### config.mk
export PLATFORM = sky130hd
export DESIGN_NAME = prt_cell
export DESIGN_NICKNAME = d
export VERILOG_FILES = /design/src/design/assert_macros.svh /design/src/design/prt_pkg.sv /design/src/design/prt_cell.sv
export SDC_FILE = /design/constraint.sdc
export NUM_CORES = 1
export LEC_CHECK = 0
export BUFFER_PORTS_ARGS = -buffer_cell sky130_fd_sc_hd__buf_2
export CAP_MARGIN = 15
export CELL_PAD_IN_SITES_DETAIL_PLACEMENT = 1
export CELL_PAD_IN_SITES_GLOBAL_PLACEMENT = 1
export CORE_AREA = 2 2 397 399
export DETAILED_ROUTE_END_ITERATION = 16
export DIE_AREA = 0 0 399 401
export HOLD_SLACK_MARGIN = 0.12
export PLACE_DENSITY = 0.36
export SLEW_MARGIN = 30
export SYNTH_ARGS = -nofsm -noshare
export SYNTH_HDL_FRONTEND = slang
export SYNTH_SLANG_ARGS = --single-unit
### constraint.sdc
create_clock -name i_clk -period 11.6 [get_ports i_clk]
set_input_delay 1.74 -clock i_clk [delete_from_list [all_inputs] [get_ports i_clk]]
set_output_delay 1.74 -clock i_clk [all_outputs]
set_load 0.05 [all_outputs]
### src/design/assert_macros.svh
// Assertion helpers included by the probe request table top.
`ifndef ASSERT_MACROS_SVH
`define ASSERT_MACROS_SVH
`ifndef ASSERT_OFF
`define ASSERT_IMPL(label, clk, rst, prop) \
    label: assert property (@(posedge clk) disable iff (rst) (prop)) else $error("%m failed");
`define ASSERT_NEVER(label, clk, rst, expr) \
    label: assert property (@(posedge clk) disable iff (rst) !(expr)) else $error("%m failed");
`else
`define ASSERT_IMPL(label, clk, rst, prop)
`define ASSERT_NEVER(label, clk, rst, expr)
`endif
`endif

### src/design/prt_pkg.sv
// ----------------------------------------------------------------------------
// Probe request table package
// Shared constants, codes and the cell interface types.
// ----------------------------------------------------------------------------
`default_nettype none
package prt_pkg;
    localparam int TABLE_ENTRIES  = 64;
    localparam int SSID_MAX_BYTES = 32;
    localparam int SLOT_W         = 6;
    localparam int TOTAL_W        = 7;
    localparam int LEN_W          = 6;
    localparam int HDR_LEN        = 24;

    localparam logic [1:0] REQ_BYTE  = 2'd0;
    localparam logic [1:0] REQ_READ  = 2'd1;
    localparam logic [1:0] REQ_CLEAR = 2'd2;

    localparam logic [1:0] KIND_VERDICT = 2'd0;
    localparam logic [1:0] KIND_HEADER  = 2'd1;
    localparam logic [1:0] KIND_SSID    = 2'd2;

    localparam logic [3:0] ST_INSERTED = 4'd0;
    localparam logic [3:0] ST_UPDATED  = 4'd1;
    localparam logic [3:0] ST_FULL     = 4'd2;
    localparam logic [3:0] ST_SHORT    = 4'd3;
    localparam logic [3:0] ST_NOTPROBE = 4'd4;
    localparam logic [3:0] ST_GROUP    = 4'd5;
    localparam logic [3:0] ST_NOELEM   = 4'd6;
    localparam logic [3:0] ST_NOTSSID  = 4'd7;
    localparam logic [3:0] ST_WILDCARD = 4'd8;
    localparam logic [3:0] ST_OVERRUN  = 4'd9;

    typedef struct packed {
        logic [47:0]                  mac;
        logic [LEN_W-1:0]             len;
        logic [SSID_MAX_BYTES*8-1:0]  ssid;
    } t_key;

    typedef struct packed {
        logic        valid;
        logic [47:0] mac;
        logic [7:0]  dbm;
        logic [31:0] cnt;
        logic [31:0] tms;
        logic [LEN_W-1:0] len;
    } t_entry;

    // Search token that walks along the row of cells.
    typedef struct packed {
        logic              active;
        logic              hit;
        logic [SLOT_W-1:0] slot;
        t_entry            ent;
    } t_probe;
endpackage
`default_nettype wire

### src/design/prt_cell.sv
// ----------------------------------------------------------------------------
// Probe request table cell
// Holds one table entry and compares, fills or updates it as the probe passes by.
// ----------------------------------------------------------------------------
`default_nettype none
module prt_cell (
    input  wire logic                i_clk,
    input  wire logic                i_rst_n,
    input  wire logic [prt_pkg::SLOT_W-1:0]  i_my_slot,
    input  wire logic                i_clear,
    input  wire prt_pkg::t_key       i_key,
    input  wire logic [7:0]          i_dbm,
    input  wire logic [31:0]         i_tms,
    input  wire logic [prt_pkg::TOTAL_W-1:0] i_count,
    input  wire prt_pkg::t_probe     i_probe,
    output prt_pkg::t_probe          o_probe,
    output logic [prt_pkg::SSID_MAX_BYTES*8-1:0] o_ssid,
    output prt_pkg::t_entry          o_ent
);
    import prt_pkg::*;

    logic                       r_used;
    t_entry                     r_ent;
    logic [SSID_MAX_BYTES*8-1:0] r_ssid;
    t_probe                     r_probe;
    logic                       w_match;
    logic                       w_ins;
    t_probe                     n_probe;

    assign w_match = i_probe.active && !i_probe.hit && r_used &&
                     r_ent.mac == i_key.mac && r_ent.len == i_key.len &&
                     r_ssid == i_key.ssid;
    assign w_ins = i_probe.active && !i_probe.hit && !r_used &&
                   {1'b0, i_my_slot} == i_count;

    always_comb begin
        n_probe = i_probe;
        if (w_match) begin
            n_probe.hit       = 1'b1;
            n_probe.slot      = i_my_slot;
            n_probe.ent       = r_ent;
            n_probe.ent.valid = 1'b0;
            n_probe.ent.tms   = i_tms;
            if (r_ent.cnt != 32'hFFFF_FFFF) n_probe.ent.cnt = r_ent.cnt + 32'd1;
            if ($signed(i_dbm) > $signed(r_ent.dbm)) n_probe.ent.dbm = i_dbm;
        end else if (w_ins) begin
            n_probe.hit       = 1'b1;
            n_probe.slot      = i_my_slot;
            n_probe.ent.valid = 1'b1;
            n_probe.ent.mac   = i_key.mac;
            n_probe.ent.dbm   = i_dbm;
            n_probe.ent.cnt   = 32'd1;
            n_probe.ent.tms   = i_tms;
            n_probe.ent.len   = i_key.len;
        end
    end

    always_ff @(posedge i_clk) begin
        if (!i_rst_n || i_clear) begin
            r_used  <= 1'b0;
            r_probe <= '0;
        end else begin
            r_probe <= n_probe;
            if (w_ins) r_used <= 1'b1;
        end
        if (w_match) begin
            r_ent.tms <= n_probe.ent.tms;
            r_ent.cnt <= n_probe.ent.cnt;
            r_ent.dbm <= n_probe.ent.dbm;
        end else if (w_ins) begin
            r_ent  <= n_probe.ent;
            r_ssid <= i_key.ssid;
        end
    end

    assign o_probe = r_probe;
    assign o_ssid  = r_ssid;
    assign o_ent   = r_ent;
endmodule
`default_nettype wire

==> impl_metrics.csv <==
group,metric,value,unit
grt,first_global_vias,19970,
sta,setup_viol_count_final,0,
grt,grt_use_total,0.1603,
floorplanning,ios,1019,
job,maxCapViolCount,0,
clock_network,cts_buffers,77,
final_layout,synthToLayoutAreaGrowth,46.02,%
synthesis,synth_nets,2233,
clock_network,cts_sinks,519,
critical_path,worstSetupStartpointType,"input port",
grt,grt_max_degree,134,
synthesis,yosysTopAreaCellShare,0.5146,
power,combinationalPowerShare,0.085,
critical_path,crit_chain,"buf_2 -> xnor2_1 -> nand4_1 -> nor4_2 -> buf_4 -> nand4_1 -> nor4_2 -> and2_4 -> a21oi_2 -> inv_4 -> buf_6 -> and2_1 -> o21a_1",
floorplanning,fp.dieW,399,um
route,top_layer,"met5",
power,power_frac_seq,0.416,
synthesis,netlist_instances,1723,
synthesis,synthTopCellsByArea,"edfxtp_1 (51%), dfxtp_1 (12%), xnor2_1 (8.1%)",
route,drt_pre_antenna_iters,5,
hold_path,hp-class,"flip-flop to flip-flop",
grt,grt_overflow,0,
place,dpl.hpwl,107000,um
sta,fin_crit_sh,0.5826,
floorplanning,die_area,0.1600,sq mm
clock_network,cts.clk_slew.worst_paths,0.06,ns
route,drtAntennaViolNets,0,
power,pwr_density_cell,148.8,mW/mm^2
final_layout,layout_commonest_cell,"buf_2",
route,num_vias,19030,
route,route.met3.wl,10880,um
sta,finalCriticalPeriod,6.759,ns
synthesis,synth_area,0.02235,sq mm
clock_network,cts_tree,"built",
place,io_buffers,1018,
clock_network,clk-insertion-delay-late,0.69,ns
floorplanning,rows,145,
synthesis,async_flop_share,0,
clock_network,post-cts-setup-buffers,0,
route,met2_length,64720,um
critical_path,endpoint_kind,"flip-flop",
critical_path,rr_worst_depth,12,
final_layout,most-common-layout-cells,"buf_2 (1,018), edfxtp_1 (383), xnor2_1 (207), dfxtp_1 (136), nand2_1 (115)",
route,viasPerCell,3.868,
clock_network,root_buffer,"clkbuf_16",
synthesis,ys_warn_count,0,
clock_network,post_cts_resize_count,0,
synthesis,yosysTopAreaCell,"edfxtp_1",
floorplanning,coreArea,0.1557,sq mm
sta,grt_setup_unrepaired,"no",
outcome,status,"finished clean",
route,met1_length,53770,um
floorplanning,start_util,0.1436,
critical_path,critPathBufInv,4,
power,p_sw_frac,0.2626,
route,post_drt_wl_per_cell,27.10,um
synthesis,synth-seq-area-share,0.6365,
synthesis,ys_types,61,
power,power.switching,1.275,mW
final_layout,drive_gt1_frac,0.4252,
power,ir_drop,119.5,uV
place,gp_congestion,0.8486,
synthesis,ys_ff_latch,519,
sta,relSlewSlack,0.3530,
sta,hold_violations,0,
clock_network,h-tree-depth,3,
critical_path,critical_path.top_delay_family,"simple AND/OR/NAND/NOR gates",
sta,fin_skew,0.04233,ns
final_layout,fin_nets,3285,
power,power_leakage,12.89,nW
critical_path,worstPathMaxFanout,71,
critical_path,cp.depth,13,
synthesis,synth_edf_count,383,
clock_network,clk_path_buf_depth,3,
synthesis,synth-main-ff-cell,"edfxtp_1",
critical_path,critical_path_required,12.22,ns
route,dr.first_iter.drc_count,934,
critical_path,cp.arrival,7.38,ns
route,drcViolationCount,0,
power,pwr-share-clk,0.499,
hold_path,hold_depth,2,
critical_path,path_class,"input port to flip-flop",
grt,grt_pass1_wl,175700,um
clock_network,cts_hold_buf,0,
critical_path,cpPeakStageDelay,0.84,ns
sta,max_freq,148.0,MHz
synthesis,syn_avg_cell_area,12.97,sq um
route,wl,133300,um
final_layout,final_core_util,0.2096,
grt,antenna_found_initial,82,
sta,finalMaxSlewViolations,0,
floorplanning,die_h,401,um
power,p_int,3.580,mW
sta,timing.hold.ws,0.5944,ns
critical_path,slowest_stage,"nor4_2",
sta,tns,0,ns
sta,tightest_slew,0.9704,ns
==> cells by family after synthesis <==
kind of cell / after synthesis / share of synthesized area
AO/OA/AOI/OAI: 240 / 0.08863
flip-flops: 519 / 0.6365
multiplexers: 10 / 0.004535
buffers and inverters: 133 / 0.02553
XOR/XNOR: 305 / 0.1195
AND/OR/NAND/NOR: 507 / 0.1203
adder cells (fa/ha/maj): 9 / 0.005039
==> tightest hold or removal path: stages, from the launching register on <==
cell	delay, ns
dfxtp_1	0.38
nor2_1	0.13
nor2_1	0.04
==> layout make-up <==
cell class | count | area [sq um]
fill | 17840 | 123000
sequential | 519 | 14220
multi-input combinational | 1071 | 7659
timing repair buffer | 1046 | 5345
tap | 2058 | 2575
clock buffer | 115 | 2181
clock inverter | 25 | 359.1
inverter | 60 | 227.7
antenna | 25 | 62.56
==> metrics by stage <==
stage / setup slack [ns] / instances / instance area [sq um] / total power, mW
floorplan: 0.3279 / 1723 / 22350 / 2.257
detailed placement: 3.803 / 4753 / 29980 / 2.478
global placement: 3.073 / 4753 / 29960 / 2.478
finish: 4.841 / 4919 / 32630 / 4.855
global route: 4.578 / 4911 / 32610 / 5.048
CTS: 4.595 / 4893 / 32520 / 4.975
==> state kept, by name, summed over array words and instances (netlist names) <==
register / cells
o_ssid: 256
o_ent: 127
r_used: 1
o_probe: 135
==> power groups by stage <==
stage	Sequential, mW	Clock (mW)	Combinational, mW
4_1_cts	2.02	2.53	0.421
2_1_floorplan	2.14	0	0.117
3_5_place_dp	2.06	0	0.419
5_1_grt	2.02	2.58	0.445
6_report	2.02	2.42	0.414
3_3_place_gp	2.06	0	0.418
==> synth_stat cells (all sizes together), types with 6 or more instances <==
cell and instances:
nor3 8, a21o 8, xor2 98, clkbuf 47, nand4 81, inv 60
o21ai 6, o21a 32, edfxtp 383, a32oi 49, buf 26, mux2i 9
o22ai 14, o32ai 28, dfxtp 136, nand2b 20, and2 35, ha 9
a221oi 16, xnor2 207, nor2b 7, nand2 116, nor2 64, and3 38
nor4 42, a21oi 58, o2bb2ai 7, nand3 75
==> metal layers <==
layer / GRT usage / up-vias
met5: 0 / -
met2: 0.2677 / 733
met4: 0.05573 / 46
met3: 0.05692 / 211
met1: 0.1889 / 9458
li1: - / 8580
==> final timing paths <==
check | startpoint | end | slack (ns)
worst max-delay path | i_key[70] | o_probe[28] | 4.84
worst min-delay path | r_used | r_used | 0.59
worst max register to register | o_ssid[70] | o_probe[28] | 5.62
worst min register to register | r_used | r_used | 0.59
No activity file was read; power rests on OpenSTA's default activity.
