--- src/design/assert_macros.svh ---
// Assertion helpers included by the probe request table top.
`ifndef ASSERT_MACROS_SVH
`define ASSERT_MACROS_SVH
`ifndef ASSERT_OFF
`define ASSERT_IMPL(label, clk, rst, prop) \
    label: assert property (@(posedge clk) disable iff (rst) (prop)) else $error("%m failed");
`define ASSERT_NEVER(label, clk, rst, expr) \
    label: assert property (@(posedge clk) disable iff (rst) !(expr)) else $error("%m failed");
`else
`define ASSERT_IMPL(label, clk, rst, prop)
`define ASSERT_NEVER(label, clk, rst, expr)
`endif
`endif

--- src/design/prt_pkg.sv ---
// ----------------------------------------------------------------------------
// Probe request table package
// Shared constants, codes and the cell interface types.
// ----------------------------------------------------------------------------
`default_nettype none
package prt_pkg;
    localparam int TABLE_ENTRIES  = 64;
    localparam int SSID_MAX_BYTES = 32;
    localparam int SLOT_W         = 6;
    localparam int TOTAL_W        = 7;
    localparam int LEN_W          = 6;
    localparam int HDR_LEN        = 24;

    localparam logic [1:0] REQ_BYTE  = 2'd0;
    localparam logic [1:0] REQ_READ  = 2'd1;
    localparam logic [1:0] REQ_CLEAR = 2'd2;

    localparam logic [1:0] KIND_VERDICT = 2'd0;
    localparam logic [1:0] KIND_HEADER  = 2'd1;
    localparam logic [1:0] KIND_SSID    = 2'd2;

    localparam logic [3:0] ST_INSERTED = 4'd0;
    localparam logic [3:0] ST_UPDATED  = 4'd1;
    localparam logic [3:0] ST_FULL     = 4'd2;
    localparam logic [3:0] ST_SHORT    = 4'd3;
    localparam logic [3:0] ST_NOTPROBE = 4'd4;
    localparam logic [3:0] ST_GROUP    = 4'd5;
    localparam logic [3:0] ST_NOELEM   = 4'd6;
    localparam logic [3:0] ST_NOTSSID  = 4'd7;
    localparam logic [3:0] ST_WILDCARD = 4'd8;
    localparam logic [3:0] ST_OVERRUN  = 4'd9;

    typedef struct packed {
        logic [47:0]                  mac;
        logic [LEN_W-1:0]             len;
        logic [SSID_MAX_BYTES*8-1:0]  ssid;
    } t_key;

    typedef struct packed {
        logic        valid;
        logic [47:0] mac;
        logic [7:0]  dbm;
        logic [31:0] cnt;
        logic [31:0] tms;
        logic [LEN_W-1:0] len;
    } t_entry;

    // Search token that walks along the row of cells.
    typedef struct packed {
        logic              active;
        logic              hit;
        logic [SLOT_W-1:0] slot;
        t_entry            ent;
    } t_probe;
endpackage
`default_nettype wire

--- src/design/prt_parser.sv ---
// ----------------------------------------------------------------------------
// Probe request frame parser
// Captures header fields and SSID bytes and grades the frame at its end.
// ----------------------------------------------------------------------------
`default_nettype none
module prt_parser (
    input  wire logic        i_clk,
    input  wire logic        i_rst_n,
    input  wire logic        i_en,
    input  wire logic        i_drop,
    input  wire logic [7:0]  i_byte,
    input  wire logic        i_last,
    output logic             o_done,
    output logic [3:0]       o_status,
    output prt_pkg::t_key    o_key
);
    import prt_pkg::*;

    logic [11:0] r_pos;
    logic [7:0]  r_ctl;
    logic [47:0] r_src;
    logic [7:0]  r_tag;
    logic [7:0]  r_elen;
    logic [7:0]  r_cap [SSID_MAX_BYTES];
    logic [7:0]  w_ctl;
    logic [47:0] w_src;
    logic [7:0]  w_tag;
    logic [7:0]  w_elen;
    logic [12:0] w_len;
    logic [7:0]  w_c;
    logic [5:0]  w_n;
    logic        r_done;
    logic [3:0]  r_status;
    t_key        r_key;
    logic [3:0]  n_status;
    logic [SSID_MAX_BYTES*8-1:0] n_ssid;

    always_comb begin
        w_ctl  = (r_pos == 12'd0) ? i_byte : r_ctl;
        w_src  = (r_pos >= 12'd10 && r_pos <= 12'd15) ? {r_src[39:0], i_byte} : r_src;
        w_tag  = (r_pos == 12'(HDR_LEN)) ? i_byte : r_tag;
        w_elen = (r_pos == 12'(HDR_LEN + 1)) ? i_byte : r_elen;
        w_len  = {1'b0, r_pos} + 13'd1;
        w_n    = (w_elen < 8'(SSID_MAX_BYTES)) ? w_elen[5:0] : 6'(SSID_MAX_BYTES);
        if (w_len < 13'(HDR_LEN))                            n_status = ST_SHORT;
        else if (w_ctl != 8'h40)                             n_status = ST_NOTPROBE;
        else if (w_src[47:40] == 8'hFF || w_src[40])         n_status = ST_GROUP;
        else if (w_len <= 13'(HDR_LEN + 2))                  n_status = ST_NOELEM;
        else if (w_tag != 8'h00)                             n_status = ST_NOTSSID;
        else if (w_elen == 8'h00)                            n_status = ST_WILDCARD;
        else if (13'(HDR_LEN + 2) + {5'd0, w_elen} > w_len)  n_status = ST_OVERRUN;
        else                                                 n_status = ST_INSERTED;
        w_c    = 8'h00;
        n_ssid = '0;
        for (int k = 0; k < SSID_MAX_BYTES; k++) begin
            if (k == int'(r_pos) - (HDR_LEN + 2)) w_c = i_byte;
            else w_c = r_cap[k];
            if (6'(k) < w_n) n_ssid[k*8 +: 8] = (w_c < 8'h20) ? 8'h3F : w_c;
            else n_ssid[k*8 +: 8] = 8'h00;
        end
    end

    always_ff @(posedge i_clk) begin
        if (!i_rst_n) begin
            r_pos <= '0; r_ctl <= '0; r_src <= '0; r_tag <= '0; r_elen <= '0;
            r_done <= 1'b0;
        end else begin
            r_done <= 1'b0;
            if (i_en) begin
                r_ctl <= w_ctl; r_src <= w_src; r_tag <= w_tag; r_elen <= w_elen;
                if (i_last) begin
                    r_pos  <= '0;
                    r_done <= 1'b1;
                end else if (r_pos != 12'hFFF) begin
                    r_pos <= r_pos + 12'd1;
                end
            end else if (i_drop) begin
                r_pos <= '0;
            end
        end
        if (i_en && r_pos >= 12'(HDR_LEN + 2) && r_pos < 12'(HDR_LEN + 2 + SSID_MAX_BYTES))
            r_cap[5'(r_pos - 12'(HDR_LEN + 2))] <= i_byte;
        if (i_en && i_last) begin
            r_status   <= n_status;
            r_key.mac  <= w_src;
            r_key.len  <= w_n;
            r_key.ssid <= n_ssid;
        end
    end

    assign o_done   = r_done;
    assign o_status = r_status;
    assign o_key    = r_key;
endmodule
`default_nettype wire
--- config.mk ---
export PLATFORM = sky130hd
export DESIGN_NAME = prt_parser
export DESIGN_NICKNAME = d
export VERILOG_FILES = /design/src/design/assert_macros.svh /design/src/design/prt_pkg.sv /design/src/design/prt_parser.sv
export SDC_FILE = /design/constraint.sdc
export NUM_CORES = 1
export LEC_CHECK = 0
export ABC_AREA = 0
export BUFFER_PORTS_ARGS = -buffer_cell sky130_fd_sc_hd__clkbuf_2
export CORE_ASPECT_RATIO = 1.2
export CORE_MARGIN = 2
export CORE_UTILIZATION = 36
export CTS_CLUSTER_DIAMETER = 60
export DETAILED_ROUTE_END_ITERATION = 8
export PLACE_DENSITY = 0.56
export SYNTH_ARGS = -nofsm -noshare
export SYNTH_HDL_FRONTEND = slang
export SYNTH_SLANG_ARGS = --single-unit
--- constraint.sdc ---
create_clock -name i_clk -period 8.4 [get_ports i_clk]
set_clock_uncertainty 0.2 [all_clocks]
set_input_delay 0 -clock i_clk [delete_from_list [all_inputs] [get_ports i_clk]]
set_output_delay 0 -clock i_clk [all_outputs]
set_load 0.02 [all_outputs]
==> out/metrics.yaml <==
r2r_cells: 13
wl_per_cell_um: 22.6
netlist_top_cells_count: "edfxtp_1 (570), nor2_1 (407), nand2_1 (204), mux2i_1 (148), a211oi_1 (115)"
hold_depth: 3
endpoint_kind: "flop"
p_leak_nw: 12.3
synth_async_sr_flop_share: 0
cp_max_fo: 21
first_pass_iters: 5
path_class: "reg2reg"
rows: 111
portBuffers: 327
initial_utilization: 0.362
die_y_um: 308
drtIter0Drc: 1333
grt-ovfl-total: 0
layout-drive-gt1-share: 0.228
die_w_um: 257
cts_buffers: 68
antenna_cells: 0
slowest_stage: "and3_1"
clk_latency_ns: 0.62
hold_ws_ns: 0.198
cts_max_level: 3
dieArea_um2: 79000
ys_seq_elements: 655
cts_setup_buffers: 0
hold_class: "in2reg"
place_congestion: 0.857
synth_edf_count: 570
grt_max_degree: 129
cp_data_arrival_time_ns: 6.43
hold_path.startpoint: "i_en"
fp.coreArea_um2: 76200
synth_ff_type: "edfxtp_1"
cts_resized: 0
yosysUniqueCellTypes: 75
grt_pass1_wl_mm: 115
timing.fmax_mhz: 160
first_global_vias: 17596
synth.most_common_cell: "edfxtp_1"
max-vdd-ir-drop_uv: 145
clk_pin_slew_worst_paths_ns: 0.06
slew_violations: 0
final_hold_viol_count: 0
syn_inst: 2135
r2r-start: "r_pos[0]"
status: "finished clean"
ctsRootBufferMaster: "clkbuf_16"
post-dp-hpwl_mm: 52.3
power.density_nw_per_um2: 217
grt_use_total: 0.195
cp_top_family: "compound AO/OA/AOI/OAI gates"
setup_tns_ns: 0
area_growth_pct: 18.0
rrSetupSlack_ns: 2.14
finalWirelength_mm: 79.3
fill_cells: 6952
period_needed_ns: 6.26
drv_cap: 0
cp_slowest_stage_delay_ns: 0.88
crit_buf_inv: 0
drc: 0
synth.area.top_cells: "edfxtp_1 (62%), dfxtp_1 (6.2%), nor2_1 (5.5%), mux2i_1 (5.4%), a211oi_1 (3.1%)"
numClockSinks: 655
synth_top_area_cell: "edfxtp_1"
nets: 2465
relSlewSlack: 0.216
syn_nets: 2165
syn_area_um2: 27600
grt_setup_unrepaired: "false"
crit_required_ns: 8.57
detail-route-antenna-nets: 0
yosysSeqAreaShare: 0.681
path_cells: "ha_1 > and3_1 > and3_1 > mux2i_2 > o21ai_0 > o21ba_2 > xnor2_1 > ha_1 > and4_1 > a221o_1 > o21ai_0 > o31ai_1 > a31o_2"
num_vias: 18235
routed_via_density: 5.20
worstSetupStartpointType: "flop"
ys_warn_count: 0
fin_crit_sh: 0.746
antenna_found_initial: 0
cts_tree: "yes"
setup_viol: 0
worstMarginPinSlew_ns: 1.18
boundaryPins: 328
timing.rr.end: "o_status[0]"
yosysTopAreaCellShare: 0.619
postSynthAreaPerCell_um2: 12.9
cts_max_path_buffers: 3
hold_end: "r_elen[3]"
==> how the worst max path moves through the flow <==
stage	endpoint	from	depth (start not counted)
finish	o_status[0]	r_pos[0]	13
detailed placement	o_status[0]	r_pos[0]	16
global route	o_status[0]	r_pos[0]	13
floorplan	o_key[0]	i_en	4
CTS	o_status[0]	r_pos[0]	16
global placement	o_status[0]	r_pos[0]	16
==> tightest hold or removal path: cells and delay by family <==
| kind | cells | cell delay [ns] |
|---|---|---|
| buffers and inverters | 2 | 0.83 |
| AO/OA/AOI/OAI | 1 | 0.11 |
==> timing repair <==
| action | CTS | global route |
|---|---|---|
| endpoints found under the setup margin | 0 | 0 |
| endpoints found under the hold margin | 182 | 0 |
| hold buffers | 14 | 0 |
==> per-stage QoR <==
| stage | worst slack (ns) | power, mW | area, um^2 | utilization | std cells |
|---|---|---|---|---|---|
| after CTS | 2.18 | 7.17 | 32600 | 0.428 | 3508 |
| final | 2.14 | 7.09 | 32600 | 0.428 | 3508 |
| after global placement | 2.35 | 4.10 | 30200 | 0.396 | 3368 |
| after detailed placement | 2.26 | 4.11 | 30200 | 0.396 | 3368 |
| after floorplan | 3.11 | 3.92 | 27600 | - | 2135 |
| after global routing | 1.79 | 7.30 | 32600 | 0.428 | 3508 |
==> kinds of logic after synthesis <==
group                    Yosys count  share of synthesized area
XOR/XNOR                          17                    0.00539
buffers and inverters            147                     0.0235
AND/OR/NAND/NOR                  788                      0.128
adder cells (fa/ha/maj)           17                    0.00770
flip-flops                       655                      0.681
multiplexers                     207                     0.0785
AO/OA/AOI/OAI                    304                     0.0764
==> per-layer routing <==
layer,wire length (um),share of wire,global-route usage,vias up
met5,0,0,0,-
met2,41200,0.52,0.351,533
met3,4040,0.051,0.0333,116
met4,1990,0.025,0.0617,0
li1,-,-,-,8528
met1,32000,0.40,0.239,9058
==> where the power goes <==
group | switching, mW | internal, mW | total, mW
clock network | 1.26 | 1.80 | 3.06
logic | 0.309 | 0.0936 | 0.403
registers | 0.0310 | 3.60 | 3.63
total | 1.60 | 5.49 | 7.09
==> area by class of cell <==
cell class                      count  area [um^2]  share of cell area
Clock buffer                       87         1870              0.0572
Clock inverter                     39          400              0.0123
Inverter                           11         41.3             0.00127
Multi-Input combinational cell   1333         8210               0.252
Sequential cell                   655        18800               0.577
Tap cell                         1017         1270              0.0390
Timing Repair Buffer              366         2000              0.0612
==> cells in the final DEF (no fill, tap or decap), types with 8 or more instances in the layout <==
cell           instances
edfxtp_1             570
nor2_1               406
clkbuf_2             322
nand2_1              204
mux2i_1              147
a211oi_1             115
dfxtp_1               85
clkbuf_16             70
a21oi_1               69
a31oi_1               65
nor3_1                56
mux2_2                50
buf_4                 26
nand3_1               20
ha_1                  17
and4_1                15
nand4_1               14
dlygate4sd3_1         14
o21ai_0               12
clkbuf_1              12
clkinv_2              12
clkinv_1              11
xnor2_1               11
mux2i_2               10
nand4_2                9
and3_1                 8
inv_1                  8
==> flip-flops by register name, summed over array words and instances, names as in the netlist <==
| register | cells |
|---|---|
| o_status | 4 |
| o_key | 310 |
| r_tag | 8 |
| r_ctl | 8 |
| r_src | 48 |
| r_elen | 8 |
| r_cap | 256 |
| r_pos | 12 |
| o_done | 1 |
No activity file was read; power rests on OpenSTA's default activity.
